`config.mk`:
```
export PLATFORM = sky130hd
export DESIGN_NAME = sorted_deadline_timer_queue_unit
export DESIGN_NICKNAME = d
export VERILOG_FILES = /design/src/hw/rtl/sdtq_pkg.sv /design/src/hw/rtl/sorted_deadline_timer_queue_unit.sv
export SDC_FILE = /design/constraint.sdc
export NUM_CORES = 2
export LEC_CHECK = 0
export BUFFER_PORTS_ARGS = -buffer_cell sky130_fd_sc_hd__buf_2
export CAP_MARGIN = 15
export CORE_MARGIN = 1.5
export CORE_UTILIZATION = 55
export CTS_CLUSTER_DIAMETER = 60
export DETAILED_ROUTE_END_ITERATION = 10
export GPL_ROUTABILITY_DRIVEN = 1
export PLACE_DENSITY = 0.72
export SETUP_SLACK_MARGIN = 0.15
export SLEW_MARGIN = 20
export SYNTH_ARGS = -nofsm -noshare
export SYNTH_HDL_FRONTEND = slang
export SYNTH_SLANG_ARGS = --single-unit
```
`constraint.sdc`:
```
create_clock -name clk_i -period 28.2 [get_ports clk_i]
set_clock_uncertainty 0.2 [all_clocks]
set_input_delay 1.41 -clock clk_i [delete_from_list [all_inputs] [get_ports clk_i]]
set_output_delay 1.41 -clock clk_i [all_outputs]
set_load 0.005 [all_outputs]
```
`src/hw/rtl/sdtq_pkg.sv`:
```
// Package for the sorted deadline timer queue: codes and sequencer states.
`timescale 1ns / 1ps
package sdtq_pkg;
  typedef enum logic [1:0] {
    ACT_ADD  = 2'd0,
    ACT_KILL = 2'd1,
    ACT_TICK = 2'd2
  } action_e;

  typedef enum logic [1:0] {
    REARM_LEAVE  = 2'd0,
    REARM_DELAY  = 2'd1,
    REARM_SOON   = 2'd2,
    REARM_CANCEL = 2'd3
  } rearm_e;

  typedef enum logic [3:0] {
    ST_IDLE,
    ST_ADD_RD,
    ST_ADD_BS_RD,
    ST_ADD_CMP,
    ST_ADD_EQ_RD,
    ST_ADD_EQ_CHK,
    ST_ADD_SHIFT,
    ST_KILL_RD,
    ST_KILL_CHK,
    ST_TICK_RD,
    ST_TICK_CHK,
    ST_DEL_SHIFT,
    ST_HINT_RD,
    ST_HINT,
    ST_OUT
  } state_e;

  localparam int unsigned MaxFired = 16;
endpackage

```
`src/hw/rtl/sorted_deadline_timer_queue_unit.sv`:
```
// Sorted deadline timer queue: one memory, one compare unit, one sequencer.
// Add runs a binary search, walks past equal deadlines, then moves the tail up
// one entry at a time; kill scans all entries from the tail, shifting after
// each removal; tick scans from the head with a shift per expired timer, one
// result per expired timer.
// Throughput: one command at a time; input stalls until the last result is taken.
// Reset clears the entry count and the sequencer; entries need no clearing.
`timescale 1ns / 1ps
module sorted_deadline_timer_queue_unit #(
  parameter int unsigned DEPTH = 16
) (
  input  logic        clk_i,
  input  logic        rst_ni,
  input  logic        valid_i,
  output logic        stall_o,
  input  logic [1:0]  action_i,
  input  logic [31:0] now_i,
  input  logic [31:0] rel_timeout_i,
  input  logic [15:0] owner_i,
  input  logic [31:0] param_i,
  input  logic        all_of_owner_i,
  output logic        valid_o,
  input  logic        stall_i,
  output logic        status_o,
  output logic        fired_o,
  output logic [15:0] fired_owner_o,
  output logic [31:0] fired_param_o,
  output logic [4:0]  removed_count_o,
  output logic [1:0]  rearm_o,
  output logic [30:0] delay_o,
  output logic        last_o
);
  import sdtq_pkg::*;

  localparam int unsigned IW = (DEPTH > 1) ? $clog2(DEPTH) : 1;
  localparam int unsigned CW = $clog2(DEPTH + 1);

  // entry memory, one read port and one write port
  logic [31:0] mem_dl [DEPTH];
  logic [15:0] mem_ow [DEPTH];
  logic [31:0] mem_pa [DEPTH];
  logic [31:0] rd_dl_q;
  logic [15:0] rd_ow_q;
  logic [31:0] rd_pa_q;

  state_e st_q, st_d;
  logic [CW-1:0] cnt_q, cnt_d;
  logic [CW-1:0] idx_q, idx_d;     // scan position
  logic [CW-1:0] sh_q, sh_d;       // shift position
  logic [CW-1:0] ret_q, ret_d;     // scan position to resume after delete
  logic [CW-1:0] lo_q, lo_d, hi_q, hi_d, mid_q, mid_d;  // binary search bounds
  logic [CW:0]   mid_sum;
  logic [1:0]  act_q, act_d;
  logic [31:0] now_q, now_d, dl_q, dl_d, base_q, base_d, par_q, par_d;
  logic [31:0] t_q, t_d;           // new deadline rebased on base_q
  logic [15:0] own_q, own_d;
  logic        all_q, all_d;
  logic [4:0]  rem_q, rem_d;
  logic [4:0]  fcnt_q, fcnt_d;
  logic        head_q, head_d;
  logic [15:0] hf_ow_q, hf_ow_d;   // most recent expired timer, not yet sent
  logic [31:0] hf_pa_q, hf_pa_d;

  // result register
  logic        ov_q, ov_d;
  logic        o_st_q, o_st_d, o_fi_q, o_fi_d, o_la_q, o_la_d;
  logic [15:0] o_ow_q, o_ow_d;
  logic [31:0] o_pa_q, o_pa_d;
  logic [4:0]  o_rc_q, o_rc_d;
  logic [1:0]  o_re_q, o_re_d;
  logic [30:0] o_de_q, o_de_d;

  // memory control
  logic          rd_en, wr_en;
  logic [IW-1:0] rd_a, wr_a;
  logic [31:0]   wr_dl;
  logic [15:0]   wr_ow;
  logic [31:0]   wr_pa;
  logic          wr_rd;              // write data from the read register

  // shared compare unit
  logic [31:0] diff;
  logic [31:0] cmp_a, cmp_b;
  assign diff = cmp_a - cmp_b;

  // midpoint of the search window
  assign mid_sum = {1'b0, lo_q} + {1'b0, hi_q};

  always_ff @(posedge clk_i) begin
    if (wr_en) begin
      mem_dl[wr_a] <= wr_rd ? rd_dl_q : wr_dl;
      mem_ow[wr_a] <= wr_rd ? rd_ow_q : wr_ow;
      mem_pa[wr_a] <= wr_rd ? rd_pa_q : wr_pa;
    end
    if (rd_en) begin
      rd_dl_q <= mem_dl[rd_a];
      rd_ow_q <= mem_ow[rd_a];
      rd_pa_q <= mem_pa[rd_a];
    end
  end

  always_ff @(posedge clk_i or negedge rst_ni) begin
    if (!rst_ni) begin
      st_q <= ST_IDLE;
      cnt_q <= '0;
      ov_q <= 1'b0;
    end else begin
      st_q <= st_d;
      cnt_q <= cnt_d;
      ov_q <= ov_d;
    end
  end

  always_ff @(posedge clk_i) begin
    idx_q <= idx_d; sh_q <= sh_d; ret_q <= ret_d; act_q <= act_d;
    lo_q <= lo_d; hi_q <= hi_d; mid_q <= mid_d; t_q <= t_d;
    now_q <= now_d; dl_q <= dl_d; base_q <= base_d; par_q <= par_d;
    own_q <= own_d; all_q <= all_d; rem_q <= rem_d; fcnt_q <= fcnt_d;
    head_q <= head_d; hf_ow_q <= hf_ow_d; hf_pa_q <= hf_pa_d;
    o_st_q <= o_st_d; o_fi_q <= o_fi_d; o_la_q <= o_la_d; o_ow_q <= o_ow_d;
    o_pa_q <= o_pa_d; o_rc_q <= o_rc_d; o_re_q <= o_re_d; o_de_q <= o_de_d;
  end

  assign stall_o = (st_q != ST_IDLE) || ov_q;

  // sequencer
  always_comb begin
    st_d = st_q; cnt_d = cnt_q; idx_d = idx_q; sh_d = sh_q; ret_d = ret_q;
    lo_d = lo_q; hi_d = hi_q; mid_d = mid_q; t_d = t_q;
    act_d = act_q; now_d = now_q; dl_d = dl_q; base_d = base_q; par_d = par_q;
    own_d = own_q; all_d = all_q; rem_d = rem_q; fcnt_d = fcnt_q;
    head_d = head_q; hf_ow_d = hf_ow_q; hf_pa_d = hf_pa_q;
    ov_d = ov_q && stall_i;
    o_st_d = o_st_q; o_fi_d = o_fi_q; o_la_d = o_la_q; o_ow_d = o_ow_q;
    o_pa_d = o_pa_q; o_rc_d = o_rc_q; o_re_d = o_re_q; o_de_d = o_de_q;
    rd_en = 1'b0; wr_en = 1'b0; wr_rd = 1'b0;
    rd_a = '0; wr_a = '0;
    wr_dl = dl_q; wr_ow = own_q; wr_pa = par_q;
    cmp_a = rd_dl_q; cmp_b = now_q;
    case (st_q)
      ST_IDLE: begin
        if (valid_i && !stall_o) begin
          act_d = action_i; now_d = now_i; dl_d = now_i + rel_timeout_i;
          own_d = owner_i; par_d = param_i; all_d = all_of_owner_i;
          rem_d = '0; fcnt_d = '0; head_d = 1'b0;
          o_st_d = 1'b0; o_fi_d = 1'b0; o_ow_d = '0; o_pa_d = '0;
          o_rc_d = '0; o_re_d = REARM_LEAVE; o_de_d = '0; o_la_d = 1'b1;
          idx_d = '0;
          case (action_i)
            ACT_ADD: begin
              if (cnt_q >= CW'(DEPTH)) begin
                o_st_d = 1'b1;
                st_d = ST_OUT;
              end else if (cnt_q == '0) begin
                sh_d = '0;
                head_d = 1'b1;
                st_d = ST_ADD_SHIFT;
              end else begin
                rd_en = 1'b1; rd_a = '0;
                st_d = ST_ADD_RD;
              end
            end
            ACT_KILL: begin
              idx_d = cnt_q;
              st_d = (cnt_q == '0) ? ST_OUT : ST_KILL_RD;
            end
            ACT_TICK: begin
              st_d = (cnt_q == '0) ? ST_HINT_RD : ST_TICK_RD;
            end
            default: st_d = ST_OUT;
          endcase
        end
      end
      // head read done: pick the base and rebase the new deadline
      ST_ADD_RD: begin
        cmp_a = dl_q; cmp_b = rd_dl_q;
        base_d = diff[31] ? dl_q : rd_dl_q;
        t_d = diff[31] ? 32'd0 : diff;
        lo_d = '0;
        hi_d = cnt_q - 1'b1;
        st_d = ST_ADD_BS_RD;
      end
      // read the midpoint of the search window
      ST_ADD_BS_RD: begin
        mid_d = mid_sum[CW:1];
        rd_en = 1'b1; rd_a = IW'(mid_sum[CW:1]);
        st_d = ST_ADD_CMP;
      end
      // narrow the window; equal deadlines continue with a forward walk
      ST_ADD_CMP: begin
        cmp_a = rd_dl_q; cmp_b = base_q;
        if (diff == t_q) begin
          idx_d = mid_q + 1'b1;
          st_d = ST_ADD_EQ_RD;
        end else if (diff > t_q) begin
          if (lo_q == mid_q) begin
            idx_d = mid_q;
            sh_d = cnt_q;
            head_d = (mid_q == '0);
            rd_en = 1'b1; rd_a = IW'(cnt_q - 1'b1);
            st_d = ST_ADD_SHIFT;
          end else begin
            hi_d = mid_q - 1'b1;
            st_d = ST_ADD_BS_RD;
          end
        end else begin
          if (lo_q == hi_q) begin
            idx_d = mid_q + 1'b1;
            sh_d = cnt_q;
            if (mid_q + 1'b1 != cnt_q) begin
              rd_en = 1'b1; rd_a = IW'(cnt_q - 1'b1);
            end
            st_d = ST_ADD_SHIFT;
          end else begin
            lo_d = mid_q + 1'b1;
            st_d = ST_ADD_BS_RD;
          end
        end
      end
      // skip past entries with the same rebased deadline
      ST_ADD_EQ_RD: begin
        if (idx_q == cnt_q) begin
          sh_d = cnt_q;
          st_d = ST_ADD_SHIFT;
        end else begin
          rd_en = 1'b1; rd_a = IW'(idx_q);
          st_d = ST_ADD_EQ_CHK;
        end
      end
      ST_ADD_EQ_CHK: begin
        cmp_a = rd_dl_q; cmp_b = base_q;
        if (diff == t_q) begin
          idx_d = idx_q + 1'b1;
          st_d = ST_ADD_EQ_RD;
        end else begin
          sh_d = cnt_q;
          rd_en = 1'b1; rd_a = IW'(cnt_q - 1'b1);
          st_d = ST_ADD_SHIFT;
        end
      end
      // move entries up one from the tail until the slot is open, then write the new entry
      ST_ADD_SHIFT: begin
        if (sh_q == idx_q) begin
          wr_en = 1'b1; wr_a = IW'(idx_q);
          cnt_d = cnt_q + 1'b1;
          if (head_q) begin
            cmp_a = dl_q; cmp_b = now_q;
            if (diff != 32'd0 && !diff[31]) begin
              o_re_d = REARM_DELAY; o_de_d = diff[30:0];
            end else begin
              o_re_d = REARM_SOON;
            end
          end
          st_d = ST_OUT;
        end else begin
          wr_en = 1'b1; wr_rd = 1'b1; wr_a = IW'(sh_q);
          sh_d = sh_q - 1'b1;
          if (sh_q - 1'b1 != idx_q) begin
            rd_en = 1'b1; rd_a = IW'(sh_q - 2'd2);
          end
        end
      end
      // kill scan from the tail
      ST_KILL_RD: begin
        if (idx_q == '0) begin
          o_rc_d = rem_q;
          if (head_q) begin
            st_d = ST_HINT_RD;
          end else begin
            st_d = ST_OUT;
          end
        end else begin
          rd_en = 1'b1; rd_a = IW'(idx_q - 1'b1);
          idx_d = idx_q - 1'b1;
          st_d = ST_KILL_CHK;
        end
      end
      ST_KILL_CHK: begin
        if (rd_ow_q == own_q && (all_q || rd_pa_q == par_q)) begin
          if (rem_q != 5'd31) rem_d = rem_q + 1'b1;
          if (idx_q == '0) head_d = 1'b1;
          ret_d = idx_q;
          sh_d = idx_q;
          st_d = ST_DEL_SHIFT;
          if (idx_q + 1'b1 < cnt_q) begin
            rd_en = 1'b1; rd_a = IW'(idx_q + 1'b1);
          end
        end else begin
          st_d = ST_KILL_RD;
        end
      end
      // tick scan from the head
      ST_TICK_RD: begin
        if (idx_q >= cnt_q || fcnt_q == 5'(MaxFired)) begin
          st_d = ST_HINT_RD;
        end else begin
          rd_en = 1'b1; rd_a = IW'(idx_q);
          st_d = ST_TICK_CHK;
        end
      end
      // hold each expired timer; send the one held before it as a non-last item
      ST_TICK_CHK: begin
        cmp_a = rd_dl_q; cmp_b = now_q;
        if (diff == 32'd0 || diff[31]) begin
          if (fcnt_q == '0 || !ov_q || !stall_i) begin
            if (fcnt_q != '0) begin
              ov_d = 1'b1;
              o_st_d = 1'b0; o_fi_d = 1'b1; o_ow_d = hf_ow_q; o_pa_d = hf_pa_q;
              o_rc_d = '0; o_re_d = REARM_LEAVE; o_de_d = '0; o_la_d = 1'b0;
            end
            hf_ow_d = rd_ow_q; hf_pa_d = rd_pa_q;
            fcnt_d = fcnt_q + 1'b1;
            ret_d = idx_q;
            sh_d = idx_q;
            st_d = ST_DEL_SHIFT;
            if (idx_q + 1'b1 < cnt_q) begin
              rd_en = 1'b1; rd_a = IW'(idx_q + 1'b1);
            end
          end
        end else begin
          idx_d = idx_q + 1'b1;
          st_d = ST_TICK_RD;
        end
      end
      // close the gap at sh_q by pulling later entries down
      ST_DEL_SHIFT: begin
        if (sh_q + 1'b1 >= cnt_q) begin
          cnt_d = cnt_q - 1'b1;
          idx_d = ret_q;
          st_d = (act_q == ACT_KILL) ? ST_KILL_RD : ST_TICK_RD;
        end else begin
          wr_en = 1'b1; wr_rd = 1'b1; wr_a = IW'(sh_q);
          sh_d = sh_q + 1'b1;
          if (sh_q + 2'd2 < cnt_q) begin
            rd_en = 1'b1; rd_a = IW'(sh_q + 2'd2);
          end
        end
      end
      ST_HINT_RD: begin
        if (!ov_q || !stall_i) begin
          rd_en = 1'b1; rd_a = '0;
          st_d = ST_HINT;
        end
      end
      // final item: the held expired timer, if any, plus the rearm hint
      ST_HINT: begin
        cmp_a = rd_dl_q; cmp_b = now_q;
        if (act_q == ACT_TICK && fcnt_q != '0) begin
          o_fi_d = 1'b1; o_ow_d = hf_ow_q; o_pa_d = hf_pa_q;
        end else begin
          o_fi_d = 1'b0; o_ow_d = '0; o_pa_d = '0;
        end
        o_la_d = 1'b1; o_de_d = '0;
        if (cnt_q == '0) begin
          o_re_d = REARM_CANCEL;
        end else if (diff != 32'd0 && !diff[31]) begin
          o_re_d = REARM_DELAY; o_de_d = diff[30:0];
        end else begin
          o_re_d = REARM_SOON;
        end
        st_d = ST_OUT;
      end
      ST_OUT: begin
        if (!ov_q || !stall_i) begin
          ov_d = 1'b1;
          st_d = ST_IDLE;
        end
      end
      default: st_d = ST_IDLE;
    endcase
  end

  // the result register only loads once the previous item is taken
  assign valid_o = ov_q;
  assign status_o = o_st_q;
  assign fired_o = o_fi_q;
  assign fired_owner_o = o_ow_q;
  assign fired_param_o = o_pa_q;
  assign removed_count_o = o_rc_q;
  assign rearm_o = o_re_q;
  assign delay_o = o_de_q;
  assign last_o = o_la_q;

`ifndef ASSERT_OFF
  a_cnt_max: assert property (@(posedge clk_i) disable iff (!rst_ni)
    cnt_q <= CW'(DEPTH)) else $error("entry count over depth");
  a_busy_stall: assert property (@(posedge clk_i) disable iff (!rst_ni)
    st_q != ST_IDLE |-> stall_o) else $error("ready while busy");
  a_hold: assert property (@(posedge clk_i) disable iff (!rst_ni)
    valid_o && stall_i |=> valid_o && $stable(fired_param_o))
    else $error("result lost under stall");
`endif
endmodule

```
; ---- Yosys cells after proc, flatten, opt, wreduce, memory -nomap -nowiden
; Memories as Yosys holds them, arrays and structs flattened. A register that Yosys moved wholly into a read port is not among the register bits.
; Index checks and enable logic that the tools add are counted.
[totals]
ff_bits = 367
elab_cells = 368
latchBits = 0
memories = 3
in_bits = 119
ram_bits = 1280
romBits = 0
output_inout_bits = 91
[memory_table]
columns = name, depth, word_bits, rd, rd_clocked_by_memory_dff, wr, line
row1 = mem_dl, 16, 32, 1, 1, 1, sorted_deadline_timer_queue_unit.sv:39  ; logic [31:0] mem_dl [DEPTH];
row2 = mem_pa, 16, 32, 1, 1, 1, sorted_deadline_timer_queue_unit.sv:41  ; logic [31:0] mem_pa [DEPTH];
row3 = mem_ow, 16, 16, 1, 1, 1, sorted_deadline_timer_queue_unit.sv:40  ; logic [15:0] mem_ow [DEPTH];
[op_classes]
div_mod_pow = 0
eq_ne = 64
reduce_logical = 55
shift = 0
add_sub_neg = 15
multipliers = 0
mux = 194
n_lt_le_gt_ge = 6
bitwise_logic = 0
[ops]
columns = cell, n
row1 = $mux W32, 10
row2 = $mux W31, 9
row3 = $mux W5, 42
row4 = $mux W4, 33
row5 = $pmux W32 S2, 2
row6 = $pmux W31 S4, 1
row7 = $mux W16, 6
row8 = $pmux W32 S3, 1
row9 = $eq A32 B32 Y1, 2
row10 = $pmux W4 S15, 1
row11 = $pmux W5 S2, 6
row12 = $ne A2 B2 Y1 const B, 29
row13 = $mux W1, 51
row14 = $pmux W16 S3, 1
row15 = $pmux W4 S10, 1
row16 = $pmux W5 S8, 1
row17 = $add A32 B32 Y32, 1
row18 = $gt A32 B32 Y1, 1
row19 = $logic_not A32 Y1, 1
row20 = $reduce_bool A32 Y1, 1
row21 = $sub A32 B32 Y32, 1
row22 = $add A5 B1 Y5 const B, 6
row23 = $pmux W5 S6, 1
row24 = $eq A4 B4 Y1 const B, 7
row25 = other kinds (50), 119

; ---- Logic depth before layout (Yosys ltp)
[logic_depth]
ltp_word = 10
mapped_depth = 37
depth_no_buf = 31

; ---- Least setup slack after synthesis
; No wires, ideal clock.
[synth_timing]
kind = reg-to-reg
startpoint = register st_q[1]
endpoint = register rd_dl_q[0] (read register of mem_dl), enable pin
stages_incl_launch_ff = 26
period_less_slack_ps = 10623
required_ps = 26840
n_path_buf = 1
t_arrival_ps = 9263
setup_ps = 1160
setup_slack_ps = 17577
path_cell_list = dfrtp_1 -> nand2b_1 -> nor3_2 -> clkbuf_1 -> a222oi_1 -> ha_1 -> a21o_1 -> a21o_1 -> a21oi_1 -> a31o_2 -> a211oi_2 -> o31ai_1 -> a211oi_1 -> o22ai_1 -> xor2_1 -> inv_1 -> ha_1 -> a21o_1 -> a21o_1 -> a21oi_1 -> o21ai_0 -> a221o_1 -> nor4_2 -> nor3_1 -> o31ai_4 -> nand4_1
[synth_between]
elab_chain_cells = 8
elab_cells_between_ends = 36
cone_classes = 1 x add/sub / 1 x order compare / 13 x eq/ne / 13 x mux / 8 x reduce/logical
[synth_lines]
columns = item, line
row1 = start: declaration, sorted_deadline_timer_queue_unit.sv:46  ; state_e st_q, st_d;
row2 = start signal: assignment, sorted_deadline_timer_queue_unit.sv:108  ; st_q <= st_d;
row3 = $eq A4 B3 Y1 or $eq A4 B2 Y1 (tied branches), sorted_deadline_timer_queue_unit.sv:140  ; case (st_q)
row4 = $reduce_or A2 Y1 (no source line), -
row5 = $pmux W32 S2, sorted_deadline_timer_queue_unit.sv:140
row6 = $sub A32 B32 Y32 *, sorted_deadline_timer_queue_unit.sv:84  ; assign diff = cmp_a - cmp_b;
row7 = via diff[25], sorted_deadline_timer_queue_unit.sv:82  ; logic [31:0] diff;
row8 = $gt A32 B32 Y1 or $logic_not A32 Y1 (tied branches), "sorted_deadline_timer_queue_unit.sv:195, sorted_deadline_timer_queue_unit.sv:304"
row9 = $mux W1 or $logic_or A1 B1 Y1 (tied branches), "sorted_deadline_timer_queue_unit.sv:195, sorted_deadline_timer_queue_unit.sv:304"
row10 = $mux W1 (on tied branches), "sorted_deadline_timer_queue_unit.sv:192, sorted_deadline_timer_queue_unit.sv:304"
row11 = $pmux W1 S12 *, sorted_deadline_timer_queue_unit.sv:140
row12 = via rd_en, sorted_deadline_timer_queue_unit.sv:74  ; logic rd_en, wr_en;
row13 = end: declaration, sorted_deadline_timer_queue_unit.sv:42  ; logic [31:0] rd_dl_q;
; The timed path passes the listed nets; every way through them passes the cells marked *.
; A chain may end at the register's enable or synchronous reset.

; ---- Worst setup path in the final report
[layout_timing]
startpoint = register st_q[1]
endpoint = register rd_pa_q[11] (read register of mem_pa) (data pin)
[layout_between]
elab_chain_cells = 8
elab_cells_between_ends = 36
cone_classes = 1 x add/sub / 1 x order compare / 13 x eq/ne / 13 x mux / 8 x reduce/logical
[layout_lines]
columns = item, line
row1 = $eq A4 B3 Y1 or $eq A4 B2 Y1 (tied branches), sorted_deadline_timer_queue_unit.sv:140
row2 = $reduce_or A2 Y1 (no source line), -
row3 = $pmux W32 S2, sorted_deadline_timer_queue_unit.sv:140
row4 = $sub A32 B32 Y32 *, sorted_deadline_timer_queue_unit.sv:84
row5 = via diff[25], sorted_deadline_timer_queue_unit.sv:82
row6 = $gt A32 B32 Y1 or $logic_not A32 Y1 (tied branches), "sorted_deadline_timer_queue_unit.sv:195, sorted_deadline_timer_queue_unit.sv:304"
row7 = "$mux W1, or another cell as far along", sorted_deadline_timer_queue_unit.sv:195  ; end else if (diff > t_q) begin
row8 = "$mux W1, or another cell as far along", sorted_deadline_timer_queue_unit.sv:192  ; if (diff == t_q) begin
row9 = $pmux W1 S12 or $pmux W4 S10 (tied branches), sorted_deadline_timer_queue_unit.sv:140
row10 = end: declaration, sorted_deadline_timer_queue_unit.sv:44  ; logic [31:0] rd_pa_q;
; Marks and branches as above.

==> results.cfg <==
[floorplan]
dieHeight_um = 369
ios = 210
start_util_pct = 55.4
placementRows = 134
die_x_um = 369
dieArea_um2 = 136000
core_area_um2 = 133000

[layout]
finalNetCount = 5021
final_common_cell = edfxtp_1
fin_util_pct = 61.7
num_antenna_cells = 0
drive_gt1_share_pct = 18.7
layout_common_cells = 1716 x edfxtp_1, 280 x nand3_1, 218 x o21ai_0, 209 x buf_2, 176 x nand2_1
area_delta_synth_final_pct = 11.5

[setup_path]
crit_type = reg -> reg
required_ns = 28.56
start_kind = register
slowest_delay_ns = 0.80
arrival_ns = 12.53
critical_path.slowest_cell = buf_4
crit_fanout = 136
reg2regPathDepth = 33
worst_setup_path_end_kind = register

[power]
p_per_area_nw_per_um2 = 134
p_leak_uw = 0.0274
vdd_drop_max_mv = 0.195

[timing]
relSlewSlack_pct = 20.0
hold_viol = 0
post-route-period-util_pct = 43.1
tns_ns = 0
clock.fmax_ghz = 0.0822
timing.hold.ws_ns = 0.307
finalSetupViolCount = 0
grt_setup_unrepaired = false
max_slew.worst_pin.slew_ns = 1.20
drv_slew = 0
post-route-min-period_ns = 12.16

[detailed_routing]
vias = 44055
drt_iter0_drc = 5773
vias_per_cell = 6.60
wl_um = 192000
drtAntennaViolNets = 0
first_pass_iters = 7
drt-wirelength-per-cell_um = 28.7
drc = 0

[logic_synthesis]
synth_area_leader_cell = edfxtp_1
syn_area_um2 = 73800
yosys_warnings = 0
synth_ff_type = edfxtp_1
synthDistinctLibCells = 99
syn-mean-instance-area_um2 = 16.1
synth_area_leaders = edfxtp_1 70%, mux4_2 4.9%, ha_1 2.3%
seq_area_frac_synth_pct = 70.2
synthArstFlopShare_pct = 0.579
synth_top_area_share_pct = 69.8
synth_cells = 4588
ys_ff_latch = 1726
synth_nets = 4845
synth_edf_count = 1716

[clock_network]
clkTransAtPathRegs_ns = 0.06
clock_insertion_delay_worst_skew_ns = 0.83
cts_buffers = 174
clkSinkCount = 1726
htree_levels = 4
clockBufferDepth = 3
root_buffer = clkbuf_16
post_cts_resized = 0
postCtsHoldBufs = 0
cts_tree = built
cts_setup_buffers = 0

[outcome]
status = completed

[worst_hold_path]
hp-class = reg -> reg
hold_depth = 0

[global_route]
grt_pass1_vias = 42774
antenna_found_initial = 11
grt_use_total_pct = 28.1
overflow = 0
grt_max_degree = 165
grt_pass1_wl_um = 283000

[placed_design]
place_hpwl_um = 103000
io_buffers = 209
gp_congestion = 0.933

[run]
maxCapViolations = 0
## report_power, final
part / total (uW) / internal, uW / switching [uW] / leakage (uW)
registers: 3830 / 3610 / 229 / 0.0157
logic: 5000 / 1810 / 3190 / 0.00902
clock network: 2230 / 1240 / 993 / 0.00265
total: 11100 / 6650 / 4410 / 0.0274
## metrics by stage
| stage | cell area [um^2] | setup WS (ns) | power, uW | instances |
|---|---|---|---|---|
| floorplan | 73800 | 17.58 | 7340 | 4588 |
| global placement | 76700 | 16.49 | 8730 | 6355 |
| detailed placement | 76800 | 16.20 | 8820 | 6356 |
| CTS | 82300 | 16.19 | 11000 | 6672 |
| global route | 82300 | 15.26 | 11600 | 6672 |
| finish | 82300 | 16.04 | 11100 | 6672 |
## cell usage after synthesis, types with 5 or more instances
master	count
ha_1	135
o21ai_0	219
a21oi_1	79
a21o_1	43
mux2_2	142
o22a_1	81
buf_1	21
nor2_1	178
o31ai_1	7
buf_6	10
nand4_1	28
inv_1	113
mux4_2	160
nand2_1	176
xor2_1	46
o41ai_1	5
a221oi_1	6
inv_2	5
dfrtp_1	10
a221o_1	7
a31oi_1	11
xnor2_1	111
or3_1	6
nand3_1	281
buf_4	12
nor4_1	9
o211ai_1	9
clkbuf_1	218
or2_2	9
nand2b_1	22
a211oi_1	90
mux2i_1	163
nor2b_1	20
a222oi_1	36
nor3_1	25
a2111oi_0	162
buf_2	29
a21boi_0	7
edfxtp_1	1716
o21a_1	14
and3_1	62
and2_1	14
## routing by layer
layer | wire, um | vias to the layer above | track usage (%)
met2 | 87200 | 2783 | 42.7
met5 | 22 | - | 0
met4 | 4890 | 4 | 7.61
li1 | - | 18698 | -
met3 | 23200 | 391 | 6.24
met1 | 76400 | 22179 | 41.2
## sequential cells by signal (all words and copies together), names as in the netlist, 16 cells and up
signal	count
own_q	16
base_q	32
dl_q	32
t_q	31
rd_pa_q	32
now_q	32
par_q	32
mem_pa	512
delay_o	31
fired_param_o	32
rd_ow_q	16
hf_pa_q	32
mem_dl	512
hf_ow_q	16
mem_ow	256
rd_dl_q	32
fired_owner_o	16
## cell type report
cell class | count | area (um^2)
Sequential cell | 1726 | 51800
Fill cell | 9639 | 51000
Multi-Input combinational cell | 2452 | 20600
Clock buffer | 213 | 4520
Tap cell | 1768 | 2210
Timing Repair Buffer | 291 | 1740
Clock inverter | 103 | 978
Inverter | 119 | 452
## logic make-up after synthesis
logic type | count (synthesis) | synth area share, %
flops | 1726 | 70.2
fa+ha+maj | 138 | 2.37
simple gates | 857 | 5.69
compound gates | 833 | 8.29
mux | 465 | 9.26
buf+inv | 410 | 2.31
xor+xnor | 159 | 1.91
## worst paths after layout
check | endpoint | startpoint | slack (ns)
setup / recovery | rd_pa_q[11]$_DFFE_PP_ | st_q[1]$_DFFE_PN0P_ | 16.04
hold / removal | hf_ow_q[1]$_DFFE_PP_ | rd_ow_q[1]$_DFFE_PP_ | 0.31
setup reg to reg | rd_pa_q[11]$_DFFE_PP_ | st_q[1]$_DFFE_PN0P_ | 16.04
hold reg to reg | hf_ow_q[1]$_DFFE_PP_ | rd_ow_q[1]$_DFFE_PP_ | 0.31
max in group asynchronous | st_q[3]$_DFFE_PN0P_ | rst_ni | 27.15
min in group asynchronous | cnt_q[1]$_DFFE_PN0P_ | rst_ni | 0.34
## critical path, delay by kind of cell, from the launching register on
kind                     cells  cell delay (ns)
XOR/XNOR                     1             0.41
flip-flops                   1             0.32
adder cells (fa/ha/maj)      2             0.58
multiplexers                 2             0.86
AND/OR/NAND/NOR              9             3.84
AO/OA/AOI/OAI               15             3.46
buffers and inverters        4             1.86
(Power assumes the default switching activity.)
